==> src/rtl/core/bsr_pkg.sv <==
// ----------------------------------------------------------------------------
// bsr_pkg
// Shared types and constants of the brush stroke rasterizer.
// ----------------------------------------------------------------------------
package bsr_pkg;

  localparam int MaxWidth  = 64;
  localparam int MaxHeight = 64;
  localparam int MaxBrush  = 8;
  localparam int ValueBits = 16;

  localparam int XW = $clog2(MaxWidth);
  localparam int YW = $clog2(MaxHeight);
  localparam int AW = XW + YW;

  // Register indexes of the configuration port.
  localparam logic [2:0] REG_WIDTH  = 3'd0;
  localparam logic [2:0] REG_HEIGHT = 3'd1;
  localparam logic [2:0] REG_BRUSH  = 3'd2;
  localparam logic [2:0] REG_ROUND  = 3'd3;
  localparam logic [2:0] REG_PAINT  = 3'd4;

  // Function codes of an input item.
  localparam logic [1:0] FUNC_PEN    = 2'd0;
  localparam logic [1:0] FUNC_READ   = 2'd1;
  localparam logic [1:0] FUNC_CLEAR  = 2'd2;
  localparam logic [1:0] FUNC_UNUSED = 2'd3;

  typedef struct packed {
    logic [1:0]         func;
    logic               pen_down;
    logic signed [11:0] pos_x;
    logic signed [11:0] pos_y;
  } in_item_t;

  typedef struct packed {
    logic [15:0] pixel_value;
    logic        stroke_active;
    logic        read_valid;
  } out_item_t;

  // Controller to datapath commands.
  typedef struct packed {
    logic load;       // latch the item and decode it
    logic line_init;  // set up the line walk
    logic kern_init;  // start the kernel scan at the current line point
    logic kern_step;  // paint one kernel pixel and advance
    logic line_step;  // advance the line point
    logic clr_step;   // clear one canvas word
    logic rd_issue;   // start the read of one pixel
    logic commit;     // update the stroke state and form the result
  } bsr_cmd_t;

  // Datapath to controller status.
  typedef struct packed {
    logic [1:0] func;
    logic       paint;     // pen sample that draws a line
    logic       kern_last; // last kernel pixel
    logic       line_last; // line point equals the end point
    logic       clr_last;  // last canvas word
    logic       kern_none; // brush size zero
  } bsr_sts_t;

endpackage

==> src/rtl/core/bsr_ctrl.sv <==
// ----------------------------------------------------------------------------
// bsr_ctrl
// Controller: sequences the line walk, kernel scan, clear sweep and read.
// ----------------------------------------------------------------------------
module bsr_ctrl import bsr_pkg::*; (
  input  logic     clk,
  input  logic     rst_n,
  input  logic     in_valid,
  output logic     in_stall,
  input  logic     out_busy,
  output logic     res_load,
  input  bsr_sts_t sts,
  output bsr_cmd_t cmd
);

  typedef enum logic [3:0] {
    S_INIT, S_IDLE, S_DEC, S_KINIT, S_KERN, S_CLR, S_RD, S_RD2, S_DONE
  } state_t;

  state_t state_r, state_nxt;

  // Items are taken only in idle; one item is in flight at a time.
  assign in_stall = (state_r != S_IDLE);

  // Next state and commands.
  always_comb begin
    state_nxt = state_r;
    cmd       = '0;
    res_load  = 1'b0;
    case (state_r)
      // Clearing pass over the whole canvas after reset.
      S_INIT: begin
        cmd.clr_step = 1'b1;
        if (sts.clr_last) state_nxt = S_IDLE;
      end
      S_IDLE: begin
        if (in_valid) begin
          cmd.load  = 1'b1;
          state_nxt = S_DEC;
        end
      end
      S_DEC: begin
        if (sts.func == FUNC_PEN && sts.paint) begin
          cmd.line_init = 1'b1;
          state_nxt = S_KINIT;
        end else if (sts.func == FUNC_READ) begin
          cmd.rd_issue = 1'b1;
          state_nxt = S_RD;
        end else if (sts.func == FUNC_CLEAR) begin
          state_nxt = S_CLR;
        end else begin
          state_nxt = S_DONE;
        end
      end
      S_KINIT: begin
        cmd.kern_init = 1'b1;
        state_nxt = sts.kern_none ? (sts.line_last ? S_DONE : S_KINIT) : S_KERN;
        if (sts.kern_none && !sts.line_last) cmd.line_step = 1'b1;
      end
      S_KERN: begin
        cmd.kern_step = 1'b1;
        if (sts.kern_last) begin
          if (sts.line_last) begin
            state_nxt = S_DONE;
          end else begin
            cmd.line_step = 1'b1;
            state_nxt = S_KINIT;
          end
        end
      end
      S_CLR: begin
        cmd.clr_step = 1'b1;
        if (sts.clr_last) state_nxt = S_DONE;
      end
      S_RD:  state_nxt = S_RD2;
      S_RD2: state_nxt = S_DONE;
      S_DONE: begin
        if (!out_busy) begin
          cmd.commit = 1'b1;
          res_load   = 1'b1;
          state_nxt  = S_IDLE;
        end
      end
      default: state_nxt = S_IDLE;
    endcase
  end

  always_ff @(posedge clk) begin
    if (!rst_n) begin
      state_r <= S_INIT;
    end else begin
      state_r <= state_nxt;
    end
  end

endmodule

==> config.mk <==
export PLATFORM = sky130hd
export DESIGN_NAME = bsr_ctrl
export DESIGN_NICKNAME = d
export VERILOG_FILES = /design/src/rtl/core/bsr_pkg.sv /design/src/rtl/core/bsr_ctrl.sv
export SDC_FILE = /design/constraint.sdc
export NUM_CORES = 1
export LEC_CHECK = 0
export ABC_AREA = 1
export BUFFER_PORTS_ARGS = -buffer_cell sky130_fd_sc_hd__buf_2
export CORE_AREA = 4 4 41 43
export DETAILED_ROUTE_END_ITERATION = 12
export DIE_AREA = 0 0 45 47
export SYNTH_ARGS = -nofsm -noshare
export SYNTH_HDL_FRONTEND = slang
export SYNTH_SLANG_ARGS = --single-unit
==> constraint.sdc <==
create_clock -name clk -period 1.4 [get_ports clk]
set_clock_uncertainty 0.05 [all_clocks]
set_input_delay 0.28 -clock clk [delete_from_list [all_inputs] [get_ports clk]]
set_output_delay 0.28 -clock clk [all_outputs]
set_load 0.03 [all_outputs]
==> Yosys cells after proc, flatten, opt, wreduce, memory -nomap -nowiden <==
Cells that the tools add are included.
{ "word_totals": {"ff_bits": 4, "output_inout_bits": 10, "input_bits": 11, "wordCells": 51} }
{ "op_classes": {"mux": 27, "n_eq_ne": 16, "reduce_logical": 7} }
{ "op_table": {"columns": ["cell", "count"], "rows": [
  ["two-way mux 4 bit", 10],
  ["one-hot mux 4 bit (9 select lines)", 1],
  ["== test 4 x 3 -> 1 bit (second input constant)", 4],
  ["two-way mux 1 bit", 15],
  ["inequality test 2 bit (second input constant)", 5],
  ["== test 4 x 2 -> 1 bit (second input constant)", 2],
  ["AND reduction 5 bit", 1],
  ["== test 4 x 1 -> 1 bit (second input constant)", 1],
  ["== test 4 bit (second input constant)", 1],
  ["zero test 4 bit", 1],
  ["inequality test 4 x 1 -> 1 bit (second input constant)", 1],
  ["== test 2 x 1 -> 1 bit (second input constant)", 1],
  ["== test 2 bit (second input constant)", 1],
  ["logical AND 1 bit", 2],
  ["zero test 2 bit", 1],
  ["one-hot mux 1 bit (2 select lines)", 1],
  ["OR reduction 2 bit", 1],
  ["zero test 1 bit", 1]
]} }

==> Logic depth before layout (Yosys ltp) <==
Gate-level depths: netlist of run 1.
{ "depth": {"word_depth": 5, "depth_mapped": 9, "ltp_nobuf": 9} }

==> Worst setup path after synthesis of run 1 <==
No wires, ideal clock.
{ "synth_path": {"path_kind": "reg2out", "start": "reg state_r[3]", "end": "out cmd[0] (netlist name)", "t_arrival_ns": 1.833, "required_ns": 1.070, "stages_incl_launch_ff": 4, "path_slack_ns": -0.763, "n_path_buf": 1, "cell_sequence": "dfxtp_1 -> inv_1 -> nor4_1 -> buf_4"} }
{ "synth_via": {"elab_chain_len": 2} }
{ "synth_lines": {"columns": ["element", "line_no", "text"], "rows": [
  ["from (decl)", "bsr_ctrl.sv:20", "state_t state_r, state_nxt;"],
  ["from (signal assigned)", "bsr_ctrl.sv:92", "state_r <= state_nxt;"],
  ["== test 4 bit", null, null],
  ["two-way mux 1 bit", null, null],
  ["to (decl)", "bsr_ctrl.sv:13", "output bsr_cmd_t cmd"]
]} }
No other way between the ends.

==> results of run 1 <==
==> routing by layer <==
metal | wire length, um | vias to the layer above | global-route usage (%)
li1 | - | 360 | -
met1 | 652 | 274 | 18.2
met2 | 685 | 22 | 27.1
met3 | 88 | 2 | 1.53
met4 | 14 | 0 | 10.5
met5 | 0 | - | 0
==> metrics by stage <==
| step | setup WS, ns | cells |
|---|---|---|
| CTS | -0.143 | 143 |
| finish | -0.127 | 145 |
| global placement | 0.0197 | 136 |
| detailed placement | 0.000276 | 136 |
| floorplan | -0.142 | 92 |
| global route | -0.171 | 145 |
==> kinds of logic after synthesis <==
| logic type | after synthesis | synth area share, % |
|---|---|---|
| AO/OA/AOI/OAI | 8 | 9.16 |
| adder cells (fa/ha/maj) | 3 | 7.63 |
| buffers and inverters | 20 | 16.0 |
| flip-flops | 4 | 16.3 |
| AND/OR/NAND/NOR | 57 | 50.9 |
==> layout make-up <==
cell class | instances | area share (%)
well taps | 15 | 2.10
repair buffers | 36 | 28.8
flip-flops and latches | 4 | 10.1
inverters | 19 | 8.56
clock buffers | 3 | 2.52
multi-input cells | 68 | 48.0
==> critical path: stages, from the launching register on <==
cell and delay, ns:
dfxtp_4 0.35, inv_6 0.08, nand2_4 0.07, nor4_4 0.26, buf_4 0.20
==> repair_timing <==
action / 4_1_cts / 5_1_grt
cloned: 0 / 0
setup endpoints to repair: 9 / 12
hold buffers: 0 / 0
gates resized for setup: 27 / 4
buffers inserted: 4 / 2
pin swaps: 2 / 1
==> power groups by stage <==
stage | combinational [uW] | sequential, uW | clock (uW)
2_1_floorplan | 512 | 187 | 0
5_1_grt | 990 | 213 | 146
3_5_place_dp | 731 | 190 | 0
4_1_cts | 863 | 205 | 141
6_report | 904 | 205 | 143
3_3_place_gp | 725 | 190 | 0
==> layout by cell type (no fill, tap or decap), drive strengths merged, types with 3 or more instances in the layout <==
cell type  instances
ha                 3
nand2             25
buf               35
o21ai              3
dfxtp              4
nand3             10
a21oi              3
inv               19
nor2              20
clkbuf             4
==> worst min path at each step <==
stage / slack (ns) / end / cells past startpoint / startpoint
2_1_floorplan: 0.34 / state_r[0] / 2 / rst_n
3_3_place_gp: 0.47 / state_r[0] / 3 / rst_n
3_5_place_dp: 0.47 / state_r[0] / 3 / rst_n
4_1_cts: 0.23 / state_r[0] / 3 / rst_n
5_1_grt: 0.24 / state_r[0] / 3 / rst_n
6_report: 0.22 / state_r[0] / 3 / rst_n
==> flow_metrics.tcl, run 1 <==
set metrics [dict create \
    startpoint_type "flip-flop" \
    ios 21 \
    tightest_slew_ns 0.210 \
    critPathCaptureType "output pin" \
    synth.yosys.seq_area_share_pct 16.3 \
    power_uw 1250 \
    syn_avg_cell_area_sq_um 5.34 \
    die_area_sq_um 2120 \
    grt_first_pass_wirelength_um 2430 \
    synth_top_area_share_pct 19.1 \
    drt-initial-drc-count 21 \
    n_antenna_cell 0 \
    start_util_pct 37.8 \
    drive_gt1_share_pct 53.1 \
    ys_seq_elements 4 \
    leakage_uw 0.000492 \
    powerDensity_nw_per_um2 1400 \
    yosys.area.top_type "nand2_1" \
    grt_max_degree 7 \
    ant_nets 0 \
    placementRows 13 \
    fin_util_pct 68.6 \
    overflow 0 \
    reg2reg_from "state_r[2]" \
    fillers 127 \
    synth_flop_cell "dfxtp_1" \
    ys_types 16 \
    p_comb_share_pct 72.2 \
    hp-class "primary input to flip-flop" \
    share_seq_of_total_power_pct 16.4 \
    p_clk_share_pct 11.4 \
    violations "negative setup slack" \
    rrSetupSlack_ns 0.02 \
    place_congestion 0.866 \
    cts_root_buf "clkbuf_4" \
    cts_sinks 4 \
    r2r_end "state_r[0]" \
    largest_register_ffs 4 \
    worstPathMaxFanout 5 \
    power.switching_uw 618 \
    cts_tree "done" \
    fin_crit_ns 1.53 \
    fin_nets 146 \
    internal-power_uw 635 \
    worstSetupPathType "flip-flop to output pin" \
    grt_pass1_vias 604 \
    avgRoutedWirePerCell_um 9.94 \
    slew_headroom_pct 85.9 \
    synth_nets 106 \
    synthTopCellsByCount "25 x nand2_1, 19 x inv_1, 16 x nor2_1, 9 x nand3_1, 4 x dfxtp_1" \
    yosysWarnings 0 \
    area_delta_synth_final_pct 81.4 \
    regMostFlops "state_r" \
    setup.worst_path.end "cmd[0]" \
    clock_latency_ns 0.24 \
    antenna_found_initial 0 \
    ys_async_sr_fraction_pct 0 \
    syn_inst 92 \
    io_buffers 20 \
    vias 658 \
    rsz0062_at_grt "true" \
    synth_edf_count 0 \
    reg2reg_depth 11 \
    syn_area_sq_um 492 \
    sw_frac_of_total_pct 49.3 \
    hold_ws_ns 0.225 \
    via_per_inst 4.54 \
    setup_viol 9 \
    clk_path_buf_depth 2 \
    regArea_sq_um 90.1 \
    drcViolationCount 0 \
    slew_violations 0 \
    synth_area_leaders "nand2_1 19%, dfxtp_1 16%, inv_1 15%" \
    dp.final_hpwl_um 1160 \
    cp.required_ns 1.07 \
    timing.final.crit_share_pct 109 \
    crit_arrival_ns 1.20 \
    wirelength_um 1440 \
    ir_drop_v 0.000859 \
    dpl-instance-area_sq_um 738 \
    hold_viol_final 0 \
    cts_made_buffers 3 \
    fp.dieW_um 45 \
    multi_input_comb_area_sq_um 428 \
    die_h_um 47 \
    firstDrtPassIters 4 \
    synth.most_common_cell "nand2_1" \
    crit_path_start "state_r[0]" \
    final.setup.tns_ns -0.779 \
    finalInstanceArea_sq_um 892 \
    reg_top3 "state_r: 4 flops" \
    grtUsageTotal_pct 15.6 \
    status "finished, violations left" \
    fmax_ghz 0.655 \
    htree_levels 1 \
    cap_violations 0 \
    core-area_sq_um 1300 \
    fin_ws_ns -0.127 \
    clk_pin_slew_ns 0.03 \
]
Power figures use the tool's default switching activity.
==> run 2, diff against run 1 <==
- GPL_TIMING_DRIVEN: default -> 0
- clock period: 1.4 -> 1.9 ns (I/O delays scaled with it)
==> run 2 against run 1 <==
Compared with the run above:
- the flow now finishes without violations
- total power shrank 47%
- utilization down 19 points
- critical path depth unchanged
- sequential cell count did not move
- routed wire length fell by 16%
- design area is 28% lower
- sequential share of layout area rose by 2.3 points
- non-clock buffer count fell by 15
- clock-buffer cell count unchanged
- largest cell class unchanged
==> flow_metrics.tcl, run 2 (same netlist as run 1, synthesis figures left out) <==
set metrics [dict create \
    crit_chain "nand2_1, nor3_2, o21bai_1, buf_2" \
    leakage_uw 0.000403 \
    setup_viol 0 \
    dp.final_hpwl_um 1030 \
    vias 602 \
    reg2reg_from "state_r[1]" \
    drcViolationCount 0 \
    hold_depth 3 \
    placementRows 13 \
    ir_drop_v 0.000566 \
    overflow 0 \
    setup.worst_path.end "cmd[3]" \
    r2r_end "state_r[0]" \
    fillers 154 \
    die_h_um 47 \
    wirelength_um 1210 \
    die_area_sq_um 2120 \
    crit_arrival_ns 1.37 \
    cts_sinks 4 \
    status "completed" \
    fin_crit_ns 1.80 \
    area_delta_synth_final_pct 31.0 \
    reg2reg_depth 8 \
    ios 21 \
    slew_headroom_pct 78.2 \
    start_util_pct 37.8 \
    tightest_slew_ns 0.326 \
    io_buffers 20 \
    hp-class "primary input to flip-flop" \
    fin_nets 131 \
    mostFrequentLayoutCells "25 x nand2_1, 20 x buf_2, 18 x inv_1, 16 x nor2_1, 9 x nand3_1" \
    grtUsageTotal_pct 12.7 \
    hold_viol_final 0 \
    worstSetupPathType "flip-flop to output pin" \
    largest_register_ffs 4 \
    htree_levels 1 \
    core-area_sq_um 1300 \
    powerDensity_nw_per_um2 1040 \
    cap_violations 0 \
    clock_latency_ns 0.24 \
    regMostFlops "state_r" \
    startpoint_type "flip-flop" \
    reg_top3 "state_r: 4 flops" \
    grt_pass1_vias 492 \
    critPathCaptureType "output pin" \
    mostFrequentLayoutCell "nand2_1" \
    slew_violations 0 \
    cp.required_ns 1.47 \
    postCtsSetupRepairBufs 0 \
    clk_pin_slew_ns 0.03 \
    firstDrtPassIters 4 \
    drt-initial-drc-count 9 \
    crit_path_start "state_r[1]" \
    crit_path_max_incr_delay_ns 0.42 \
    n_antenna_cell 0 \
    timing.final.crit_share_pct 94.6 \
    clk_path_buf_depth 2 \
    fp.dieW_um 45 \
    rrSetupSlack_ns 0.59 \
    fmax_ghz 0.556 \
    ant_nets 0 \
    holdCritStartpoint "rst_n" \
    antenna_found_initial 0 \
    grt_first_pass_wirelength_um 1920 \
    place_congestion 0.831 \
    via_per_inst 4.63 \
    slowest_stage "dfxtp_1" \
    final.setup.tns_ns 0 \
    drive_gt1_share_pct 27.8 \
    cts_root_buf "clkbuf_4" \
    grt_max_degree 7 \
    avgRoutedWirePerCell_um 9.28 \
    cts_tree "done" \
    worstPathMaxFanout 6 \
    power_uw 669 \
    cts_made_buffers 3 \
    rsz0062_at_grt "false" \
]
==> run 2: cell count changes in the layout (fill, tap and decap cells not counted), sizes merged <==
cell    before  now
buf         35   21
clkbuf       4    3
==> run 2: worst min path at each step <==
stage,to,slack [ns]
after floorplan,state_r[0],0.45
after global placement,state_r[0],0.57
after detailed placement,state_r[0],0.57
after CTS,state_r[0],0.32
after global routing,state_r[0],0.33
final,state_r[0],0.33
==> run 2: worst max-delay path, delay by kind of cell (launching register included) <==
kind	cells	cell delay [ns]
buffers and inverters	1	0.21
and+or+nand+nor	2	0.37
DFF	1	0.42
AOI/OAI and AO/OA	1	0.13
==> run 2: layer usage <==
layer / wire, um / up-vias / global-route usage, % / share of wire, %
li1: - / 327 / - / -
met1: 541 / 255 / 14.5 / 45
met2: 543 / 20 / 21.5 / 45
met3: 122 / 0 / 5.75 / 10
met4: 0 / 0 / 3.51 / 0
met5: 0 / - / 0 / 0
==> run 2: where the power goes <==
group / switching, uW / internal [uW] / total, uW
Sequential: 27.4 / 106 / 134
Clock: 35.0 / 70.6 / 106
Combinational: 301 / 129 / 430
==> run 2: repair_timing <==
| action | in CTS | in global routing |
|---|---|---|
| setup endpoints to repair | 0 | 3 |
| hold endpoints to repair | 0 | 0 |
| hold buffers | 0 | 0 |
| gates resized for setup | 0 | 2 |
==> run 2: per-stage QoR <==
stage	cell area, sq um	worst slack [ns]	utilization [%]	hold WS, ns	std cells
5_1_grt	644	0.0165	49.5	0.335	130
2_1_floorplan	498	0.0173	-	0.450	92
4_1_cts	639	0.00759	49.1	0.319	130
6_report	644	0.102	49.5	0.328	130
3_5_place_dp	617	0.236	47.4	0.573	127
3_3_place_gp	617	0.263	47.4	0.573	127
==> run 2: final cells by class <==
cell class	count	area (sq um)	share of cell area [%]
multi-input combinational	68	344	53.4
timing repair buffer	20	100	15.5
sequential	4	80.1	12.4
inverter	19	71.3	11.1
clock buffer	3	22.5	3.50
tap	15	18.8	2.91
buffer	1	7.51	1.17
==> run 3, diff against run 2 <==
- ABC_AREA: 1 -> default
- CORE_AREA: 4 4 41 43 -> 2 2 39 41
- DIE_AREA: 0 0 45 47 -> 0 0 41 43
- PLACE_DENSITY: default -> 0.73
==> run 3 against run 2 <==
Compared with the run above:
- area after synthesis down 5.1%
- design area up 13%
- clock-buffer cell count unchanged
- fmax down 5.2%
==> flow_metrics.tcl, run 3 <==
set metrics [dict create \
    ios 21 \
    crit_arrival_ns 1.47 \
    cp.required_ns 1.47 \
    io_buffers 20 \
    internal-power_uw 332 \
    critPathMostFrequentCell "buf_6" \
    p_clk_share_pct 17.6 \
    reg_top3 "state_r: 4 flops" \
    grt_pass1_vias 492 \
    clk_path_buf_depth 2 \
    crit_buf_inv 3 \
    ant_nets 0 \
    syn_area_sq_um 467 \
    yosysWarnings 0 \
    synth_top_area_share_pct 17.2 \
    ys_seq_elements 4 \
    power.switching_uw 257 \
    hold_viol_final 0 \
    grt_max_degree 11 \
    grtUsageTotal_pct 16.4 \
    fin_nets 104 \
    die_area_sq_um 1760 \
    ys_async_sr_fraction_pct 0 \
    placementRows 14 \
    share_seq_of_total_power_pct 20.7 \
    synth_area_leaders "dfxtp_1 17%, ha_1 8.0%, inv_1 5.6%" \
    synth_flop_cell "dfxtp_1" \
    die_h_um 43 \
    dpl-instance-area_sq_um 607 \
    power_uw 590 \
    drt-initial-drc-count 24 \
    fp.dieW_um 41 \
    mostFrequentLayoutCells "18 x buf_2, 7 x inv_1, 5 x buf_4, 4 x nand2_1" \
    n_antenna_cell 0 \
    avgRoutedWirePerCell_um 13.0 \
    slew_headroom_pct 75.9 \
    powerDensity_nw_per_um2 810 \
    hold_ws_ns 0.374 \
    synth_fa_ha_area_share_pct 8.04 \
    slowest_stage "dfxtp_4" \
    worstSetupPathType "flip-flop to output pin" \
    setup_viol 0 \
    timing.final.crit_share_pct 99.8 \
    p_comb_share_pct 61.7 \
    cts_hold_buf 0 \
    synth-simple-area-share_pct 32.4 \
    mostFrequentLayoutCell "buf_2" \
    critPathCaptureType "output pin" \
    place_congestion 0.860 \
    drive_gt1_share_pct 50.0 \
    crit_chain "buf_8, nor4b_4, nor2b_4, buf_6, buf_6" \
    synth_compound_area_share_pct 25.2 \
    synth_xor_area_share_pct 0 \
    clock_latency_ns 0.23 \
    wirelength_um 1350 \
    tightest_slew_ns 0.355 \
    pre_cts_slack_ns -0.0253 \
    muxShareOfSynthArea_pct 4.29 \
    via_per_inst 5.67 \
    htree_levels 1 \
    cts_tree "done" \
    regMostFlops "state_r" \
    leakage_uw 0.000345 \
    syn_avg_cell_area_sq_um 7.53 \
    cts_root_buf "clkbuf_4" \
    slew_violations 0 \
    dp.final_hpwl_um 964 \
    synth_edf_count 0 \
    area_delta_synth_final_pct 56.0 \
    ys_types 31 \
    synth.most_common_cell "inv_1" \
    overflow 0 \
    fin_crit_ns 1.90 \
    hp-class "primary input to flip-flop" \
    synthTopCellsByCount "7 x inv_1, 4 x dfxtp_1, 4 x nand2_1, 4 x nor2_1, 4 x nor3_1" \
    cap_violations 0 \
    firstDrtPassIters 4 \
    crit_path_max_incr_delay_ns 0.35 \
    core-area_sq_um 1380 \
    cts_made_buffers 3 \
    rsz0062_at_grt "true" \
    drcViolationCount 0 \
    startpoint_type "flip-flop" \
    ir_drop_v 0.000523 \
    critPathTopFamily "simple AND/OR/NAND/NOR gates" \
    finalInstanceArea_sq_um 728 \
    synth.yosys.seq_area_share_pct 17.2 \
    vias 590 \
    start_util_pct 33.7 \
    fin_ws_ns 0.00409 \
    cts_sinks 4 \
    syn_inst 62 \
    synth_top_family_by_area "simple AND/OR/NAND/NOR gates" \
    final.setup.tns_ns 0 \
    yosys.area.top_type "dfxtp_1" \
    antenna_found_initial 0 \
    largest_register_ffs 4 \
    status "completed" \
    worstPathMaxFanout 5 \
    clk_pin_slew_ns 0.04 \
    fmax_ghz 0.527 \
    grt_first_pass_wirelength_um 1990 \
    synth_nets 76 \
    sw_frac_of_total_pct 43.6 \
]
==> run 3: changes by cell type after synthesis, sizes merged, moves of 3 or more <==
cell,previous run,this run
inv,19,7
nand2,25,4
nand3,10,2
buf,1,5
nor3,1,4
nor2,20,4
==> run 3: area by class of cell <==
| class | instances | area (sq um) |
|---|---|---|
| Multi-Input combinational cell | 46 | 383 |
| Inverter | 7 | 26.3 |
| Tap cell | 16 | 20.0 |
| Buffer | 5 | 57.6 |
| Sequential cell | 4 | 85.1 |
| Timing Repair Buffer | 23 | 134 |
| Clock buffer | 3 | 22.5 |
| Fill cell | 128 | 656 |
==> run 3: cell families after synthesis <==
group / Yosys count
AOI/OAI and AO/OA: 14
adders and majority gates: 3
buffers and inverters: 12
DFF: 4
muxes: 2
and+or+nand+nor: 27
==> run 3: per-stage QoR <==
stage          std cells  utilization, %
6_report             104            52.6
5_1_grt              104            52.6
4_1_cts              101            48.7
3_5_place_dp          98            43.9
3_3_place_gp          98            43.9
2_1_floorplan         62               -
==> run 3: timing repair <==
action	in CTS	in global routing
pin swaps	0	2
endpoints found under the setup margin	5	7
buffers inserted	0	3
gates resized for setup	11	11
==> run 3: routing by layer <==
| metal | vias to the layer above | share of wire (%) | track usage, % |
|---|---|---|---|
| li1 | 284 | - | - |
| met1 | 276 | 43 | 19.6 |
| met2 | 30 | 49 | 26.6 |
| met3 | 0 | 7.8 | 6.28 |
| met4 | 0 | 0 | 4.00 |
| met5 | - | 0 | 0 |
==> run 3: path summary, 6_finish.rpt <==
path                            slack [ns]  cells past startpoint         end        from
worst max-delay path                 0.004                      5      cmd[0]  state_r[0]
worst min-delay path                  0.37                      2  state_r[1]       rst_n
worst max register to register        0.38                      6  state_r[0]  state_r[0]
worst min register to register        0.62                      3  state_r[3]  state_r[3]
==> run 3: power groups by stage <==
stage,logic (uW),clock network [uW],registers [uW]
floorplan,230,0,108
global placement,296,0,111
detailed placement,300,0,111
CTS,321,107,114
global route,393,120,124
finish,364,104,122
